==> config.mk <==
export PLATFORM = sky130hd
export DESIGN_NAME = touch_slot_table_core
export DESIGN_NICKNAME = d
export VERILOG_FILES = /design/src/rtl/tst_pkg.sv /design/src/rtl/touch_slot_table_core.sv /design/src/rtl/tst_controller.sv /design/src/rtl/tst_datapath.sv
export SDC_FILE = /design/constraint.sdc
export NUM_CORES = 1
export LEC_CHECK = 0
export BUFFER_PORTS_ARGS = -buffer_cell sky130_fd_sc_hd__buf_2
export CORE_UTILIZATION = 55
export CTS_CLUSTER_DIAMETER = 100
export DETAILED_ROUTE_END_ITERATION = 6
export GPL_TIMING_DRIVEN = 0
export PLACE_DENSITY = 0.7
export RECOVER_POWER = 100
export SLEW_MARGIN = 5
export SYNTH_ARGS = -nofsm -noshare
export SYNTH_HDL_FRONTEND = slang
export SYNTH_SLANG_ARGS = --single-unit
==> constraint.sdc <==
create_clock -name clock -period 7.95 [get_ports clock]
set_input_delay 1.1925 -clock clock [delete_from_list [all_inputs] [get_ports clock]]
set_output_delay 1.1925 -clock clock [all_outputs]
set_load 0.05 [all_outputs]
==> src/rtl/tst_pkg.sv <==
package tst_pkg;

   localparam int SLOT_COUNT_DEFAULT = 16;
   localparam int COMMAND_W = 2;
   localparam int IDENTITY_W = 64;
   localparam int SLOT_INDEX_W = 4;
   localparam int ACTIVE_COUNT_W = 5;

   typedef enum logic [1:0] {
      CMD_ACQUIRE     = 2'd0,
      CMD_FIND        = 2'd1,
      CMD_RELEASE     = 2'd2,
      CMD_RELEASE_ALL = 2'd3
   } command_type;

   typedef enum logic [1:0] {
      ST_IDLE,
      ST_READ,
      ST_COMPARE,
      ST_COMMIT
   } state_type;

   typedef struct packed {
      logic load;
      logic scan_read;
      logic scan_compare;
      logic commit;
   } ctl_type;

   typedef struct packed {
      logic skip_scan;
      logic scan_last;
   } status_type;

endpackage

==> src/rtl/touch_slot_table_core.sv <==
// Maps nonzero 64-bit touch identities to slot numbers. A command is taken when start is
// high and busy is low. A release-all, or any command with a zero identity, skips the scan and
// goes straight to the commit state; every other command scans the slot table in memory, each
// slot in a read state and then a compare state, and then commits. Each result is driven for
// exactly one cycle with rsp_strobe high, in the cycle in which busy falls; the receiver cannot
// stall it, so it must capture every result in that cycle.
module touch_slot_table_core import tst_pkg::*; #(
   parameter int SLOT_COUNT = SLOT_COUNT_DEFAULT
) (
   input  logic                      clock,
   input  logic                      reset,
   input  logic                      start,
   output logic                      busy,
   input  logic [COMMAND_W-1:0]      req_command,
   input  logic [IDENTITY_W-1:0]     req_identity,
   output logic                      rsp_strobe,
   output logic [SLOT_INDEX_W-1:0]   rsp_slot_index,
   output logic                      rsp_slot_valid,
   output logic [ACTIVE_COUNT_W-1:0] rsp_active_count
);

   ctl_type    ctl;
   status_type status;

   tst_controller u_controller (
      .clock  (clock),
      .reset  (reset),
      .start  (start),
      .busy   (busy),
      .status (status),
      .ctl    (ctl)
   );

   tst_datapath #(
      .SLOT_COUNT (SLOT_COUNT)
   ) u_datapath (
      .clock            (clock),
      .reset            (reset),
      .req_command      (req_command),
      .req_identity     (req_identity),
      .ctl              (ctl),
      .status           (status),
      .rsp_strobe       (rsp_strobe),
      .rsp_slot_index   (rsp_slot_index),
      .rsp_slot_valid   (rsp_slot_valid),
      .rsp_active_count (rsp_active_count)
   );

endmodule

==> src/rtl/tst_controller.sv <==
module tst_controller import tst_pkg::*; (
   input  logic       clock,
   input  logic       reset,
   input  logic       start,
   output logic       busy,
   input  status_type status,
   output ctl_type    ctl
);

   state_type state_ff;
   state_type state_in;

   always_ff @(posedge clock) begin
      if (reset) begin
         state_ff <= ST_IDLE;
      end else begin
         state_ff <= state_in;
      end
   end

   always_comb begin
      state_in = state_ff;
      case (state_ff)
         ST_IDLE: begin
            if (start) begin
               state_in = status.skip_scan ? ST_COMMIT : ST_READ;
            end
         end
         ST_READ: begin
            state_in = ST_COMPARE;
         end
         ST_COMPARE: begin
            state_in = status.scan_last ? ST_COMMIT : ST_READ;
         end
         ST_COMMIT: begin
            state_in = ST_IDLE;
         end
         default: begin
            state_in = ST_IDLE;
         end
      endcase
   end

   always_comb begin
      ctl = '0;
      busy = 1'b1;
      case (state_ff)
         ST_IDLE: begin
            busy = 1'b0;
            ctl.load = start;
         end
         ST_READ: begin
            ctl.scan_read = 1'b1;
         end
         ST_COMPARE: begin
            ctl.scan_compare = 1'b1;
         end
         ST_COMMIT: begin
            ctl.commit = 1'b1;
         end
         default: begin
            busy = 1'b1;
         end
      endcase
   end

endmodule

==> src/rtl/tst_datapath.sv <==
module tst_datapath import tst_pkg::*; #(
   parameter int SLOT_COUNT = SLOT_COUNT_DEFAULT,
   localparam int IDX_W = (SLOT_COUNT > 1) ? $clog2(SLOT_COUNT) : 1,
   localparam int CNT_W = $clog2(SLOT_COUNT + 1)
) (
   input  logic                      clock,
   input  logic                      reset,
   input  logic [COMMAND_W-1:0]      req_command,
   input  logic [IDENTITY_W-1:0]     req_identity,
   input  ctl_type                   ctl,
   output status_type                status,
   output logic                      rsp_strobe,
   output logic [SLOT_INDEX_W-1:0]   rsp_slot_index,
   output logic                      rsp_slot_valid,
   output logic [ACTIVE_COUNT_W-1:0] rsp_active_count
);

   logic [IDENTITY_W-1:0] slot_mem [SLOT_COUNT];

   command_type           cmd_ff;
   logic [IDENTITY_W-1:0] id_ff;
   logic [IDX_W-1:0]      idx_ff;
   logic [IDENTITY_W-1:0] rd_data_ff;
   logic                  match_found_ff;
   logic [IDX_W-1:0]      match_idx_ff;
   logic                  free_found_ff;
   logic [IDX_W-1:0]      free_idx_ff;
   logic [SLOT_COUNT-1:0] valid_ff;
   logic [CNT_W-1:0]      count_ff;
   logic                  rsp_strobe_ff;
   logic [SLOT_INDEX_W-1:0]   rsp_index_ff;
   logic                  rsp_valid_ff;
   logic [ACTIVE_COUNT_W-1:0] rsp_count_ff;

   logic                  hit;
   logic [IDX_W-1:0]      hit_idx;
   logic [CNT_W-1:0]      count_in;
   logic                  mem_we;
   logic                  set_valid;
   logic                  clear_valid;
   logic                  clear_all;
   logic                  slot_match;
   logic [IDX_W+SLOT_INDEX_W-1:0]   hit_idx_ext;
   logic [CNT_W+ACTIVE_COUNT_W-1:0] count_ext;

   assign status.skip_scan = (command_type'(req_command) == CMD_RELEASE_ALL) ||
                             (req_identity == '0);
   assign status.scan_last = (idx_ff == IDX_W'(SLOT_COUNT - 1));

   assign slot_match = valid_ff[idx_ff] && (rd_data_ff == id_ff);

   always_ff @(posedge clock) begin
      if (ctl.scan_read) begin
         rd_data_ff <= slot_mem[idx_ff];
      end
      if (mem_we) begin
         slot_mem[free_idx_ff] <= id_ff;
      end
   end

   always_ff @(posedge clock) begin
      if (ctl.load) begin
         cmd_ff <= command_type'(req_command);
         id_ff <= req_identity;
         idx_ff <= '0;
         match_found_ff <= 1'b0;
         match_idx_ff <= '0;
         free_found_ff <= 1'b0;
         free_idx_ff <= '0;
      end
      if (ctl.scan_compare) begin
         if (slot_match && !match_found_ff) begin
            match_found_ff <= 1'b1;
            match_idx_ff <= idx_ff;
         end
         if (!valid_ff[idx_ff] && !free_found_ff) begin
            free_found_ff <= 1'b1;
            free_idx_ff <= idx_ff;
         end
         if (!status.scan_last) begin
            idx_ff <= idx_ff + 1'b1;
         end
      end
   end

   always_comb begin
      hit = 1'b0;
      hit_idx = '0;
      count_in = count_ff;
      mem_we = 1'b0;
      set_valid = 1'b0;
      clear_valid = 1'b0;
      clear_all = 1'b0;
      case (cmd_ff)
         CMD_ACQUIRE: begin
            if (match_found_ff) begin
               hit = 1'b1;
               hit_idx = match_idx_ff;
            end else if (free_found_ff) begin
               hit = 1'b1;
               hit_idx = free_idx_ff;
               mem_we = ctl.commit;
               set_valid = ctl.commit;
               count_in = count_ff + 1'b1;
            end
         end
         CMD_FIND: begin
            hit = match_found_ff;
            hit_idx = match_found_ff ? match_idx_ff : '0;
         end
         CMD_RELEASE: begin
            if (match_found_ff) begin
               hit = 1'b1;
               hit_idx = match_idx_ff;
               clear_valid = ctl.commit;
               if (count_ff != '0) begin
                  count_in = count_ff - 1'b1;
               end
            end
         end
         CMD_RELEASE_ALL: begin
            clear_all = ctl.commit;
            count_in = '0;
         end
         default: begin
            hit = 1'b0;
         end
      endcase
   end

   assign hit_idx_ext = {{SLOT_INDEX_W{1'b0}}, hit_idx};
   assign count_ext = {{ACTIVE_COUNT_W{1'b0}}, count_in};

   always_ff @(posedge clock) begin
      if (reset) begin
         valid_ff <= '0;
         count_ff <= '0;
         rsp_strobe_ff <= 1'b0;
      end else begin
         rsp_strobe_ff <= ctl.commit;
         if (ctl.commit) begin
            count_ff <= count_in;
         end
         if (clear_all) begin
            valid_ff <= '0;
         end else if (set_valid) begin
            valid_ff[free_idx_ff] <= 1'b1;
         end else if (clear_valid) begin
            valid_ff[match_idx_ff] <= 1'b0;
         end
      end
   end

   always_ff @(posedge clock) begin
      if (ctl.commit) begin
         rsp_index_ff <= hit_idx_ext[SLOT_INDEX_W-1:0];
         rsp_valid_ff <= hit;
         rsp_count_ff <= count_ext[ACTIVE_COUNT_W-1:0];
      end
   end

   assign rsp_strobe = rsp_strobe_ff;
   assign rsp_slot_index = rsp_index_ff;
   assign rsp_slot_valid = rsp_valid_ff;
   assign rsp_active_count = rsp_count_ff;

endmodule
==> results.txt <==
----------------------------------------------------
[Yosys]
  Area of the mapped netlist ... around 45000 um^2
  Synthesized area per cell ... 23.77 um^2
  Net count after synthesis ... 1990
  Area leader, netlist ... edfxtp_1
  Number of synthesized flops with an enable pin ... around 1200
  Synth top area share ... 0.7686
  Synth Flop Type ... edfxtp_1
  Async set-reset flop share out of synthesis ... 0
  Yosys synthesis warning count ... 0
  Sequential cell area fraction in the yosys report ... 0.7853
  Synth top area cells ... edfxtp_1 (77%), mux4_2 (16%), dfxtp_1 (1.7%)
  Number of flip-flops and latches in the synthesized netlist ... 1202
  Post-synth cell types ... 47
  Post-synthesis cell count ... between 1500 and 2000

[Global routing]
  Vias in the first global route ... 22020
  Initial antenna violation count ... 1
  Wire length of the first global-routing pass ... 156.9 mm
  Overall track demand over capacity in global routing ... 0.2709
  Leftover overflow at the end of global routing ... 0
  Largest net degree at the start of global routing ... 40

[Final layout]
  Share of layout cells above drive strength 1 ... 0.2467
  Nets ... 2271
  Antenna diode count ... 0
  Area used by multi-input combinational logic ... just over 9000 um^2
  Flip-flop and latch area ... 35710 um^2
  Most frequent standard cell in the layout excluding fill and tap cells ... edfxtp_1
  Core Util, Final ... 0.6257
  Fill cell count ... ~5500
  Area added between synthesis and finish ... 12.79%
  Commonest cells after routing, fill and taps aside ... edfxtp_1 (1164), mux4_2 (324), clkbuf_1 (213)
  Post-route standard cell area excluding fillers ... 51290 um^2

[STA]
  Max_slew headroom ... -0.7269
  Setup repair after global routing missed its margin ... no
  Final clock period utilization by the worst path ... 0.6674
  Timing-limited maximum frequency ... 188.5 MHz
  Least-Margin Pin Slew ... 2.576 ns
  Setup Viol. Count Final ... 0
  Post-Route Skew ... roughly 0.034 ns
  Number of endpoints with negative hold slack in the final report ... 0
  Clock period minus worst slack ... 5.306 ns
  Final Worst Setup Slack ... approximately 2.6 ns
  Final slew viol count ... 654

[Clocking]
  Post-cts hold buffer count ... 0
  Buffer type at the clock tree root ... clkbuf_16
  Count of H-tree levels built during CTS ... 3
  Clock transition time at the flip-flop clock pins of the worst setup and hold paths ... 0.06 ns
  Cells resized by post-CTS repair ... 0
  Inserted Clock Buffers ... 114
  Number of buffers inserted by post-CTS setup repair ... 0
  Clock latency reported for the late side of the worst-skew pair ... 0.69 ns
  Clock sink count ... roughly 1200
  Clock tree from TritonCTS ... yes
  Bufs on Longest Clock Path ... 3

[Place]
  Place WS ... 3.695 ns
  Instance area after placement ... 48780 um^2
  Count of buffers inserted at the top-level ports ... 79
  Routability cong. ... 0.7968
  Post-detail-place hpwl ... 71.56 mm

[Setup path]
  Critical setup path kind ... flop to flop
  Startpoint class of the critical path ... flop
  Worst stage delay on the critical path ... 1.20 ns
  Cell family contributing the most delay on the critical path ... buffers and inverters
  Worst endpoint required time ... 8.23 ns
  Capturing element type of the critical path ... flop
  Worst-path fanout max ... 16
  CP max-delay cell ... clkbuf_1
  Number of buffers and inverters on the critical path ... 4
  Worst Path Arrival ... between 5 and 6 ns
  Most numerous cell on the critical path ... clkbuf_1
  Critical path, cell by cell ... inv_1 > nor2_1 > clkbuf_1 > clkbuf_1 > clkbuf_1

[Min path]
  Worst min-delay path category ... flop to flop

[Floorplan]
  Area of the die ... 83840 um^2
  Number of rows in the core area ... 105
  Ports placed on the boundary ... 81
  Die height ... approximately 290 um
  Width of the die ... between 200 and 300 um
  Effective utilization at floorplan ... 0.5547
  Core area ... 81980 um^2

[Power]
  Power density over the cells ... 275.4 nW/um^2
  Leakage dissipation ... 15.75 nW
  Worst ir drop on vdd ... 0.2020 mV

[Routing]
  Number of vias in the routed layout ... 21840
  Number of DRC markers after the initial detailed-route iteration ... ~3100
  Number of iterations in the first detailed-routing pass ... 7
  DRC violations left ... 0
  Final WL ... 110.9 mm
  Via-per-instance ratio ... 6.493
  Antenna Violating Nets Remaining ... 0
  Routed wire length per instance ... between 30 and 40 um

[Status]
  Violations in the final reports ... max-capacitance violations, max-slew violations
  Result of the run ... complete, but fails checks

[Job]
  Max-Cap Viols ... 35

----------------------------------------------------
==> power by group <==
| group | switching, mW | internal [mW] |
|---|---|---|
| combinational | 0.724 | 0.706 |
| clock | 2.31 | 3.18 |
| sequential | 0.128 | 7.07 |
==> worst register-to-register path, stage by stage (launching register included) <==
cell and delay [ns]:
dfxtp_1 0.46, inv_1 0.14, nor2_1 1.09, clkbuf_1 1.06
clkbuf_1 1.20, clkbuf_1 0.93
==> area by class of cell <==
type                    count  area share
flip-flops and latches   1202      0.6963
multi-input cells         606      0.1806
clock buffers             137     0.05869
well taps                1070     0.02610
clock inverters            79     0.01534
repair buffers            165     0.01307
plain buffers              86    0.008537
inverters                  19    0.001415
==> routing by layer <==
layer	GRT usage	wire length [um]
met1	0.3779	42010
met2	0.4391	55410
met3	0.05133	10420
met4	0.08626	3033
met5	0	13
==> cell families (layout without fill, tap and decap cells) <==
kind of cell	Yosys count	in the layout	share of synthesized area
AO/OA/AOI/OAI	56	56	0.009932
flip-flops	1202	1202	0.7853
AND/OR/NAND/NOR	145	145	0.01645
buffers and inverters	105	486	0.01128
XOR/XNOR	62	62	0.01194
adder cells (fa/ha/maj)	8	8	0.002201
multiplexers	335	335	0.1629
==> state kept, by name (all words and copies together) (netlist names) <==
name,count
u_datapath.slot_mem,1024
u_datapath.id_ff,64
u_datapath.rd_data_ff,64
u_datapath.valid_ff,16
u_datapath.count_ff,5
u_datapath.rsp_active_count,5
u_datapath.free_idx_ff,4
u_datapath.idx_ff,4
u_datapath.match_idx_ff,4
u_datapath.rsp_slot_index,4
u_controller.state_ff,2
u_datapath.cmd_ff,2
u_datapath.free_found_ff,1
u_datapath.match_found_ff,1
u_datapath.rsp_slot_valid,1
u_datapath.rsp_strobe,1
==> stage by stage <==
step,hold WS (ns),total power [mW],setup TNS [ns],std cells
3_5_place_dp,0.5178,8.787,0,3148
2_1_floorplan,0.4397,8.304,0,1913
5_1_grt,0.5375,14.51,0,3364
3_3_place_gp,0.4864,8.746,-1547.09,3062
6_report,0.5337,14.12,0,3364
4_1_cts,0.5279,14.21,0,3364
==> path summary, 6_finish.rpt <==
path / from / to / slack (ns) / cells after the start
setup / recovery: u_controller.state_ff[0] / u_datapath.rd_data_ff[31] / 2.64 / 5
hold / removal: u_datapath.valid_ff[14] / u_datapath.valid_ff[14] / 0.53 / 1
setup reg to reg: u_controller.state_ff[0] / u_datapath.rd_data_ff[31] / 2.64 / 5
hold reg to reg: u_datapath.valid_ff[14] / u_datapath.valid_ff[14] / 0.53 / 1
==> cells in the mapped netlist (2+ instances only) <==
master,n
buf_6,4
or3_1,5
buf_4,18
edfxtp_1,1164
nand3b_1,4
buf_1,8
clkbuf_1,39
a211oi_1,5
ha_1,8
a21o_1,3
xnor2_1,9
mux2i_1,11
o21ai_0,4
nand3_1,6
xor2_1,53
buf_2,17
a221oi_1,2
or4_1,2
dfxtp_1,38
nand2_1,31
mux4_2,324
nor4_1,31
a22oi_1,4
a21oi_1,11
nor2_1,31
nand4_1,12
nand2b_1,4
nor4b_1,2
nor3_1,12
o221a_2,16
o31ai_1,2
inv_1,18
Power figures use the tool's default switching activity.
